[config.mk]
export PLATFORM = sky130hd
export DESIGN_NAME = ipv6_interface_address_table_flat
export DESIGN_NICKNAME = d
export VERILOG_FILES = /design/src/sv/iat_pkg.sv /design/src/sv/iat_req_if.sv /design/src/sv/iat_rsp_if.sv /design/src/sv/iat_lzc.sv /design/src/sv/ipv6_interface_address_table.sv /design/src/flat_wrapper.sv
export SDC_FILE = /design/constraint.sdc
export NUM_CORES = 2
export LEC_CHECK = 0
export BUFFER_PORTS_ARGS = -buffer_cell sky130_fd_sc_hd__buf_4
export CORE_MARGIN = 2
export CORE_UTILIZATION = 35
export CTS_BUF_LIST = sky130_fd_sc_hd__clkbuf_8
export DETAILED_ROUTE_END_ITERATION = 6
export PLACE_DENSITY_LB_ADDON = 0.12
export SLEW_MARGIN = 0
export SYNTH_ARGS = -nofsm -noshare
export SYNTH_HDL_FRONTEND = slang
export SYNTH_SLANG_ARGS = --single-unit
[constraint.sdc]
create_clock -name clk -period 40.9 [get_ports clk]
set_clock_uncertainty 0.15 [all_clocks]
set_input_delay 12.27 -clock clk [delete_from_list [all_inputs] [get_ports clk]]
set_output_delay 12.27 -clock clk [all_outputs]
set_load 0.03 [all_outputs]
[src/sv/iat_pkg.sv]
package iat_pkg;
  localparam logic [3:0] FN_BIND = 4'd0;
  localparam logic [3:0] FN_RESET_IF = 4'd1;
  localparam logic [3:0] FN_ID_BY_LINK = 4'd2;
  localparam logic [3:0] FN_ADD = 4'd3;
  localparam logic [3:0] FN_REMOVE = 4'd4;
  localparam logic [3:0] FN_FIND_ALL = 4'd5;
  localparam logic [3:0] FN_FIND_IF = 4'd6;
  localparam logic [3:0] FN_PFX_IF = 4'd7;
  localparam logic [3:0] FN_PFX_ALL = 4'd8;
  localparam logic [3:0] FN_SRC_IF = 4'd9;
  localparam logic [3:0] FN_SRC_ALL = 4'd10;

  localparam logic [2:0] ST_OK = 3'd0;
  localparam logic [2:0] ST_INVAL = 3'd1;
  localparam logic [2:0] ST_BOUND = 3'd2;
  localparam logic [2:0] ST_NOBUF = 3'd3;
  localparam logic [2:0] ST_NOTFOUND = 3'd4;

  localparam logic [2:0] FL_ANYCAST = 3'd1;
  localparam logic [2:0] FL_MULTICAST = 3'd2;
  localparam logic [2:0] FL_LINK_LOCAL = 3'd4;

  typedef struct packed {
    logic [3:0] func;
    logic [2:0] if_index;
    logic [7:0] link_id;
    logic [63:0] addr_high;
    logic [63:0] addr_low;
    logic is_anycast;
  } req_t;

  typedef struct packed {
    logic [2:0] status;
    logic [2:0] hit_if;
    logic [2:0] hit_slot;
    logic [63:0] hit_addr_high;
    logic [63:0] hit_addr_low;
    logic [7:0] prefix_len;
    logic loopback_hit;
  } rsp_t;
endpackage

[src/sv/iat_req_if.sv]
interface iat_req_if import iat_pkg::*; ();
  logic valid;
  logic ready;
  req_t payload;
  modport source (output valid, output payload, input ready);
  modport sink (input valid, input payload, output ready);
endinterface

[src/sv/iat_rsp_if.sv]
interface iat_rsp_if import iat_pkg::*; ();
  logic valid;
  logic ready;
  rsp_t payload;
  modport source (output valid, output payload, input ready);
  modport sink (input valid, input payload, output ready);
endinterface

[src/sv/iat_lzc.sv]
// Leading matching bits of two 128-bit words: count of leading zeros of the XOR.
module iat_lzc import iat_pkg::*; (
  input logic [127:0] a,
  input logic [127:0] b,
  output logic [7:0] len
);
  logic [127:0] x;
  logic found;

  // Priority scan from the top bit down.
  always_comb begin
    x = a ^ b;
    len = 8'd128;
    found = 1'b0;
    for (int n = 0; n < 128; n++) begin
      if (!found && x[127 - n]) begin
        len = 8'(n);
        found = 1'b1;
      end
    end
  end
endmodule

[src/sv/ipv6_interface_address_table.sv]
// IPv6 interface address table. One request is taken at a time. The block
// then scans its address slots one per cycle through a single shared
// compare and prefix-length unit. Bind and link-id lookup scan the IF_COUNT
// link-id registers and stop early at a match. Operations on one interface
// scan its ADDR_SLOTS slots. Searches over all interfaces scan all
// IF_COUNT*ADDR_SLOTS slots. A slot scan ends by evaluating its last
// registered read, and the S_DONE state then forms the result and does
// any table write. The block is ready again in the cycle after the result
// is taken. The result is held in an output register until taken.
module ipv6_interface_address_table import iat_pkg::*; #(
  parameter int IF_COUNT = 4,
  parameter int ADDR_SLOTS = 4
) (
  input logic clk,
  input logic rst,
  iat_req_if.sink req,
  iat_rsp_if.source rsp
);
  localparam int SLOTS = IF_COUNT * ADDR_SLOTS;
  localparam int SW = (SLOTS > 1) ? $clog2(SLOTS) : 1;
  localparam int IW = (IF_COUNT > 1) ? $clog2(IF_COUNT) : 1;
  localparam int CW = $clog2(SLOTS + 1);

  localparam logic [1:0] S_IDLE = 2'd0;
  localparam logic [1:0] S_SCAN = 2'd1;
  localparam logic [1:0] S_DONE = 2'd2;
  localparam logic [1:0] S_OUT = 2'd3;

  logic [1:0] state;
  req_t r;
  logic [7:0] bound [IF_COUNT];
  logic [63:0] mem_h [SLOTS];
  logic [63:0] mem_l [SLOTS];
  logic [2:0] mem_f [SLOTS];
  logic [SLOTS-1:0] used;   // slot holds a non-zero address
  logic [CW-1:0] cnt;
  logic [CW-1:0] last;
  logic [SW-1:0] base;
  logic [SW-1:0] addr;
  logic [63:0] rd_h, rd_l;
  logic [127:0] rd_val;
  logic rd_used;
  logic rd_vld;
  logic [SW-1:0] rd_addr;
  logic [2:0] scan_if, scan_k;
  logic [2:0] rd_if, rd_k;
  logic found;
  logic [SW-1:0] best_s;
  logic [2:0] best_if, best_k;
  logic [7:0] best_len;
  logic [63:0] best_h, best_l;
  logic [7:0] m_len;
  rsp_t out;

  logic [IW:0] ifx_w;
  logic if_ok;
  logic op_unspec, op_loop, op_mcast;
  logic [127:0] opnd;
  logic in_all, in_ifscan;

  assign opnd = {r.addr_high, r.addr_low};
  assign op_unspec = (opnd == 128'd0);
  assign op_loop = (opnd == 128'd1);
  assign op_mcast = (r.addr_high[63:56] == 8'hff);
  assign ifx_w = (IW + 1)'(r.if_index);
  assign if_ok = ({1'b0, r.if_index} < 4'(IF_COUNT)) && (bound[ifx_w[IW-1:0]] != 8'd0);

  // Scan range of the incoming item, decoded at acceptance.
  assign in_all = (req.payload.func == FN_FIND_ALL) || (req.payload.func == FN_PFX_ALL) ||
                  (req.payload.func == FN_SRC_ALL);
  assign in_ifscan = (req.payload.func == FN_BIND) || (req.payload.func == FN_ID_BY_LINK);

  iat_lzc u_lzc (.a({rd_h, rd_l}), .b(opnd), .len(m_len));

  assign req.ready = (state == S_IDLE);
  assign rsp.valid = (state == S_OUT);
  assign rsp.payload = out;
  assign addr = base + SW'(cnt);

  // Slot memory: registered read of one slot per cycle.
  always_ff @(posedge clk) begin
    rd_h <= mem_h[addr];
    rd_l <= mem_l[addr];
    rd_addr <= addr;
    rd_if <= scan_if;
    rd_k <= scan_k;
  end
  assign rd_used = used[rd_addr];
  // A free slot reads as the unspecified address.
  assign rd_val = rd_used ? {rd_h, rd_l} : 128'd0;

  logic is_all, is_pfx, with_mc, is_ifscan;
  assign is_all = (r.func == FN_FIND_ALL) || (r.func == FN_PFX_ALL) ||
                  (r.func == FN_SRC_ALL);
  assign is_pfx = (r.func == FN_PFX_IF) || (r.func == FN_PFX_ALL) ||
                  (r.func == FN_SRC_IF) || (r.func == FN_SRC_ALL);
  assign with_mc = (r.func == FN_PFX_IF) || (r.func == FN_PFX_ALL);
  assign is_ifscan = (r.func == FN_BIND) || (r.func == FN_ID_BY_LINK);

  logic [IW-1:0] cnt_if;
  assign cnt_if = cnt[IW-1:0];

  // Sequencer.
  always_ff @(posedge clk) begin
    if (rst) begin
      state <= S_IDLE;
      used <= '0;
      rd_vld <= 1'b0;
      for (int i = 0; i < IF_COUNT; i++) bound[i] <= 8'd0;
    end else begin
      unique case (state)
        S_IDLE: begin
          if (req.valid) begin
            r <= req.payload;
            cnt <= '0;
            found <= 1'b0;
            best_len <= 8'd0;
            best_s <= '0;
            rd_vld <= 1'b0;
            out <= '0;
            base <= in_all ? '0 : SW'(ADDR_SLOTS * req.payload.if_index);
            last <= in_ifscan ? CW'(IF_COUNT) :
                    (in_all ? CW'(SLOTS) : CW'(ADDR_SLOTS));
            scan_if <= in_all ? 3'd0 : req.payload.if_index;
            scan_k <= 3'd0;
            state <= S_SCAN;
          end
        end
        S_SCAN: begin
          if (is_ifscan) begin
            // Interface scan reads the link-id registers directly.
            if (!found && cnt != CW'(IF_COUNT)) begin
              if (bound[cnt_if] == r.link_id) begin
                found <= 1'b1; best_s <= SW'(cnt); best_len <= 8'd2;
              end else if (r.func == FN_BIND && bound[cnt_if] == 8'd0) begin
                found <= 1'b1; best_s <= SW'(cnt); best_len <= 8'd0;
              end
              cnt <= cnt + 1'b1;
            end else state <= S_DONE;
          end else begin
            // Issue one slot read per cycle; its data is evaluated in the next cycle.
            rd_vld <= (cnt != last);
            if (cnt != last) begin
              cnt <= cnt + 1'b1;
              if (scan_k == 3'(ADDR_SLOTS - 1)) begin
                scan_k <= 3'd0;
                scan_if <= scan_if + 3'd1;
              end else scan_k <= scan_k + 3'd1;
            end else state <= S_DONE;
            // Evaluate the slot read in the previous cycle.
            if (rd_vld) begin
              if (is_pfx) begin
                if (rd_used && (with_mc || rd_h[63:56] != 8'hff) && m_len > best_len) begin
                  best_len <= m_len; best_s <= rd_addr; best_h <= rd_h; best_l <= rd_l;
                  best_if <= rd_if; best_k <= rd_k;
                end
              end else if (!found) begin
                if (r.func == FN_ADD && !rd_used) begin
                  found <= 1'b1; best_s <= rd_addr; best_len <= 8'd1;
                end else if (rd_val == opnd) begin
                  found <= 1'b1; best_s <= rd_addr; best_len <= 8'd0;
                  best_if <= rd_if; best_k <= rd_k;
                end
              end
            end
          end
        end
        S_DONE: begin
          state <= S_OUT;
          unique case (r.func)
            FN_BIND: begin
              if (r.link_id == 8'd0) out.status <= ST_INVAL;
              else if (!found) out.status <= ST_NOBUF;
              else if (best_len == 8'd2) out.status <= ST_BOUND;
              else begin
                bound[best_s[IW-1:0]] <= r.link_id;
                out.hit_if <= 3'(best_s[IW-1:0]);
              end
            end
            FN_ID_BY_LINK: begin
              if (r.link_id == 8'd0 || !found) out.status <= ST_NOTFOUND;
              else out.hit_if <= 3'(best_s[IW-1:0]);
            end
            FN_RESET_IF: begin
              if (!if_ok) out.status <= ST_NOTFOUND;
              else begin
                bound[ifx_w[IW-1:0]] <= 8'd0;
                for (int k = 0; k < ADDR_SLOTS; k++)
                  used[SW'(ADDR_SLOTS * r.if_index + k)] <= 1'b0;
                base <= SW'(ADDR_SLOTS * r.if_index);
                cnt <= '0;
              end
            end
            FN_ADD: begin
              if (!if_ok) out.status <= ST_NOTFOUND;
              else if (op_unspec || op_loop || (op_mcast && r.is_anycast))
                out.status <= ST_INVAL;
              else if (!found) out.status <= ST_NOBUF;
              else begin
                out.hit_slot <= 3'(best_s - SW'(ADDR_SLOTS * r.if_index));
                if (best_len == 8'd1) begin
                  used[best_s] <= 1'b1;
                  mem_h[best_s] <= r.addr_high;
                  mem_l[best_s] <= r.addr_low;
                  mem_f[best_s] <= (r.is_anycast ? FL_ANYCAST : 3'd0) |
                                   (op_mcast ? FL_MULTICAST : 3'd0) |
                                   ((r.addr_high[63:54] == 10'h3fa) ? FL_LINK_LOCAL : 3'd0);
                end
              end
            end
            FN_REMOVE: begin
              if (!if_ok) out.status <= ST_NOTFOUND;
              else if (found) begin
                out.hit_slot <= 3'(best_s - SW'(ADDR_SLOTS * r.if_index));
                used[best_s] <= 1'b0;
                mem_h[best_s] <= '0;
                mem_l[best_s] <= '0;
                mem_f[best_s] <= '0;
              end
            end
            FN_FIND_ALL: begin
              if (op_unspec) out.status <= ST_NOTFOUND;
              else if (op_loop) begin
                out.loopback_hit <= 1'b1; out.hit_addr_low <= 64'd1;
              end else if (!found) out.status <= ST_NOTFOUND;
              else begin
                out.hit_if <= best_if;
                out.hit_slot <= best_k;
                out.hit_addr_high <= r.addr_high; out.hit_addr_low <= r.addr_low;
              end
            end
            FN_FIND_IF: begin
              if (!if_ok || op_unspec || op_loop || !found) out.status <= ST_NOTFOUND;
              else begin
                out.hit_if <= r.if_index;
                out.hit_slot <= 3'(best_s - SW'(ADDR_SLOTS * r.if_index));
                out.hit_addr_high <= r.addr_high; out.hit_addr_low <= r.addr_low;
              end
            end
            FN_PFX_IF, FN_SRC_IF, FN_PFX_ALL, FN_SRC_ALL: begin
              if ((!is_all && !if_ok) || best_len == 8'd0) out.status <= ST_NOTFOUND;
              else begin
                out.hit_if <= best_if;
                out.hit_slot <= best_k;
                out.hit_addr_high <= best_h; out.hit_addr_low <= best_l;
                out.prefix_len <= best_len;
              end
            end
            default: out.status <= ST_INVAL;
          endcase
        end
        S_OUT: begin
          if (rsp.ready) state <= S_IDLE;
        end
        default: state <= S_IDLE;
      endcase
    end
  end
endmodule

[src/flat_wrapper.sv]
// flat-port wrapper written by rule: the top's interface ports become plain ports
module ipv6_interface_address_table_flat import iat_pkg::*;
#(
  parameter int IF_COUNT = 4,
  parameter int ADDR_SLOTS = 4
)
  (clk, rst, req_valid, req_payload, req_ready, rsp_valid, rsp_payload, rsp_ready);
  iat_req_if req_i ();
  iat_rsp_if rsp_i ();
  input logic clk;
  input logic rst;
  input wire logic [$bits(req_i.valid)-1:0] req_valid;
  input wire logic [$bits(req_i.payload)-1:0] req_payload;
  output wire logic [$bits(req_i.ready)-1:0] req_ready;
  output wire logic [$bits(rsp_i.valid)-1:0] rsp_valid;
  output wire logic [$bits(rsp_i.payload)-1:0] rsp_payload;
  input wire logic [$bits(rsp_i.ready)-1:0] rsp_ready;
  assign req_i.valid = req_valid;
  assign req_i.payload = req_payload;
  assign req_ready = req_i.ready;
  assign rsp_valid = rsp_i.valid;
  assign rsp_payload = rsp_i.payload;
  assign rsp_i.ready = rsp_ready;
  ipv6_interface_address_table #(.IF_COUNT(IF_COUNT), .ADDR_SLOTS(ADDR_SLOTS)) u_core (.clk(clk), .rst(rst), .req(req_i), .rsp(rsp_i));
endmodule
-- After elaboration in Yosys (flattened, before gate mapping)
Memories as Yosys holds them, arrays and structs flattened. A register that Yosys moved wholly into a read port is not among the register bits.
Index checks and enable logic that the tools add are counted.
- flip-flop bits (word level): 486
- memories: 3
- input port bits: 148
- logic and storage cells: 905
- output and inout bits: 148
- bits in writable memories: 2080
- reduce and logical (&&, ||, !) cells: 324
- $add $sub $neg: 8
- bitwise gates (word level): 16
- multiplexer cells: 427
- equality and inequality tests: 83
- magnitude comparators: 13
- memory list (memory ; depth ; width ; read ports ; clocked after memory_dff ; wr ports ; RTL line ; RTL):
    u_core.mem_h ; 16 ; 64 ; 1 ; 1 ; 1 ; ipv6_interface_address_table.sv:32 ; logic [63:0] mem_h [SLOTS];
    u_core.mem_l ; 16 ; 64 ; 1 ; 1 ; 1 ; ipv6_interface_address_table.sv:33 ; logic [63:0] mem_l [SLOTS];
    u_core.bound ; 4 ; 8 ; 2 ; 2 ; 4 ; ipv6_interface_address_table.sv:31 ; logic [7:0] bound [IF_COUNT];
- operators with widths (kind ; count):
    8-bit two-way mux ; 142
    134-bit two-way mux ; 3
    128-bit case mux with 3 select lines ; 1
    146-bit case mux with 2 select lines ; 1
    64-bit two-way mux ; 3
    1-bit two-way mux ; 177
    146-bit two-way mux ; 1
    142-bit two-way mux ; 1
    1-bit logical AND ; 140
    1-bit logical NOT ; 131
    128-bit by 1-bit equality test with 1-bit output (second input constant) ; 1
    128-bit equality test ; 1
    128-bit logical NOT ; 1
    128-bit two-way mux ; 1
    128-bit XOR ; 1
    3-bit two-way mux ; 39
    16-bit two-way mux ; 7
    16-bit AND ; 5
    73-bit two-way mux ; 1
    16-bit inverter ; 4
    4-bit two-way mux ; 15
    16-bit case mux with 3 select lines ; 1
    3-bit inequality test (second input constant) ; 13
    5-bit two-way mux ; 7
    other kinds (71) ; 174

-- Logic depth before layout (Yosys ltp)
- depth after elaboration: 390
- gate-level depth with buffers: 21

-- Modules after synthesis
Synthesis repeated with hierarchy kept, for this count alone.
- cells, all modules: 5545
- area total of the unflattened synthesis: 107154.0 µm²
- modules (own cells, without submodules) (module ; cells each ; area each (µm²) ; sequential area each (µm²) ; instances):
    ipv6_interface_address_table ; 5061 ; 103763.3 ; 79256.0 ; 1
    iat_lzc ; 484 ; 3390.8 ; 0.0 ; 1

-- Worst setup path before layout
No wires, ideal clock.
- kind: in2reg
- start: input port rst
- end: register u_core.best_h[0] (enable)
- setup time: 0.772 ns
- slack: 18.721 ns
- cell stages on the path: 3
- buffers on the path: 1
- data arrival time: 21.257 ns
- cell sequence: clkbuf_1 > nand2b_1 > nor3_1
- word-level cells in the longest chain between the ends: 2
- ends and longest elaborated chain (item ; RTL line ; RTL):
    start, declared ; flat_wrapper.sv:11 ; input logic rst;
    1-bit inverter (no source line) ; - ;
    6-bit AND reduction (no source line) ; - ;
    end signal, assigned ; ipv6_interface_address_table.sv:154 ; best_len <= m_len; best_s <= rd_addr; best_h <= rd_h; best_l <= rd_l;
    end, declared ; ipv6_interface_address_table.sv:51 ; logic [63:0] best_h, best_l;
No other way between the ends.
A chain may end at the register's enable or synchronous reset.

-- Final worst setup path
- start: input port rst
- end: memory u_core.mem_l[6][41] (enable)
- word-level cells in the longest chain between the ends: 3
- elaborated cells between the ends (all ways): 5
- those cells by class: mux: 4; bitwise: 1
- ends and longest elaborated chain (item ; RTL line):
    1-bit two-way mux ; -
    1-bit two-way mux (on tied branches) ; ipv6_interface_address_table.sv:204, ipv6_interface_address_table.sv:217
    1-bit bitwise OR (no source line) (*) ; -
    end, declared ; ipv6_interface_address_table.sv:33
Mark *: on every way between the ends. The rest lies on a longest branch, timed or not.

==> results.md <==
* Max cap viols at 0
* Row count at 201
* PostCTS Resize Cnt at 0
* Mapped Nets at 5,539
* First-pass GRT wire length at 481,000 um
* Seq/Total Area, Yosys at 75.0%
* Final Non-Filler Cells at 10,388
* Vias in the first global route at 58,813
* CTS tree: done
* PwrDens at 65.2 nW/um^2
* Fmax achieved at 60.4 MHz
* Yosys top cell area share at 72.0%
* Endpoints failing setup at 0
* Worst-path clk slew at 60 ps
* CTS Hold Bufs at 0
* I/O pin cnt at 296
* Count leader, synth: edfxtp_1
* Crit start category: primary input
* CTS Buffer Depth at 4
* Clock Sinks at 2,693
* GP Congestion at 0.952
* Path type of the worst setup path: primary input to flop
* Post-synth EDFFs at 2,532
* Setup TNS at 0 ps
* Router iterations before antenna repair at 7
* Setup crit end kind: flop
* Chip Height at 553 um
* H-Tree Depth at 5
* Total gr overflow at 0
* Post-CTS Setup Bufs at 0
* Num CTS Buffers at 443
* Leakage at 0.0399 uW
* DP Wirelength at 213,000 um
* Count of input and output buffers at 295
* CORE AREA at 300,000 sq um
* Sequential share of power at 44.9%
* Area growth from synthesis to layout at 16.0%
* Iteration-0 DRC Markers at 7,206
* Crit path required time at 41,420 ps
* Fraction of power consumed by combinational cells at 25.8%
* HP Class: flop to flop
* Library cells used by synthesis at 92
* Root buffer cell: clkbuf_8
* Largest net degree at the start of global routing at 97
* Post-route ant nets at 0
* Die area at 306,000 sq um
* Worst vdd ir at 62.1 uV
* Psw at 2670 uW
* Total Nets Final at 6,207
* Yosys reg bits at 2,693
* Average wire per standard cell at 33.8 um
* Unrepaired setup endpoints after global routing: no
* Final period utilization at 40.5%
* Fill cells at 26,962
* Worst-Margin Slew at 1300 ps
* Post-synthesis cell area at 106,000 sq um
* Internal power at 5320 uW
* Critical Path AT at 17,080 ps
* Initial Util at 35.2%
* Final Hold Vio Count at 0
* Yosys warns at 0
* Gr usage total at 22.5%
* Drt drc at 0
* Post-synth top area cell: edfxtp_1
* Worst Path Max Fanout at 38
* Util after Layout at 40.8%
* Sw frac at 33.4%
* Final WL at 351,000 um
* Post-synth ARST share at 0%
* Worst-skew pair later-pin latency at 1120 ps
* Clk pwr share at 29.2%
* Average size of a mapped cell at 19.7 sq um
* Status: complete, no violations
* Crit path time final at 16,560 ps
* Cells after synthesis at 5,373
* DIE WIDTH at 553 um
* Worst relative slew slack at 12.8%
* Vias per cell at 5.58
* Inst Count DP at 9,553
* Top cells by area, synth: edfxtp_1, mux4_2, dfxtp_1, nand2_1, xnor2_1
* Top post-synthesis cells by count: edfxtp_1, mux4_2, nand2_1
* Final Max Slew Viols at 0
* Share of post-route cells with drive strength above 1 at 27.8%
* Predominant post-synthesis flop cell: edfxtp_1
* Via count at 57,985
* Initial antenna violation count at 44
[kinds of logic after synthesis]
family                   count (synthesis)  share of synthesized area, %
AO/OA/AOI/OAI                          567                          3.81
XOR/XNOR                               158                          1.31
adder cells (fa/ha/maj)                 18                         0.213
buffers and inverters                  375                          1.37
flip-flops                            2693                          75.0
multiplexers                           657                          13.8
AND/OR/NAND/NOR                        905                          4.48
[state kept, by name (all words and copies together), names as in the netlist, 64 cells and up, named ones only]
name and flops:
u_core.rd_h 64, u_core.opnd 128, u_core.best_h 64, u_core.best_l 64
u_core.rsp.payload 146, u_core.mem_l 1024, u_core.mem_h 1024, u_core.rd_l 64
[cell usage in the layout (no fill, tap or decap), types with 87 or more instances in the layout]
cell type | netlist | layout
and2_1 | 135 | 134
edfxtp_1 | 2532 | 2532
nor2_1 | 104 | 87
mux4_2 | 637 | 637
dfxtp_1 | 161 | 161
clkbuf_8 | 0 | 517
inv_1 | 120 | 311
xnor2_1 | 100 | 100
buf_4 | 1 | 465
nand2_1 | 277 | 276
[power by group through the flow]
stage	clock network (uW)	registers, uW	logic, uW
final	2330	3590	2060
after global placement	0	3640	2050
after detailed placement	0	3640	2060
after CTS	2390	3580	2070
after global routing	2510	3580	2180
after floorplan	0	3530	1240
[critical path, stage by stage]
cell and delay [ps]:
buf_4 230, nor2_4 150, buf_4 520, nand3_2 850, nor2_4 1130, buf_4 880
buf_4 890
[worst paths after layout]
check,cells after the start,end,startpoint,slack (ps)
setup / recovery,7,u_core.mem_l[6][41],rst,24340
hold / removal,0,u_core.rd_k[1],u_core.scan_k[1],220
setup reg to reg,20,u_core.best_h[47],u_core.opnd[116],32910
hold reg to reg,0,u_core.rd_k[1],u_core.scan_k[1],220
[stage by stage]
step                setup slack, ps  total power, uW  hold WS, ps  cell area (sq um)
detailed placement            23260             5700          213             114000
floorplan                     18720             4760          198             106000
global placement              23230             5690          204             114000
global route                  24280             8270          240             123000
CTS                           24430             8040          225             122000
finish                        24340             7990          224             123000
[metal layers]
layer  GRT usage, %  wire (um)
met1           31.8     151000
met5              0         20
met2           35.3     163000
met4           8.40      13600
met3           3.49      24200
[cell type report]
| type | instances | area [sq um] | area share, % |
|---|---|---|---|
| repair buffers | 478 | 3750 | 3.06 |
| clock buffers | 517 | 7120 | 5.81 |
| well taps | 3958 | 4950 | 4.04 |
| diodes | 7 | 17.5 | 0.0143 |
| flip-flops and latches | 2693 | 79300 | 64.7 |
| multi-input cells | 2305 | 25200 | 20.6 |
| inverters | 120 | 458 | 0.374 |
| clock inverters | 310 | 1740 | 1.42 |
Power figures use the tool's default switching activity.
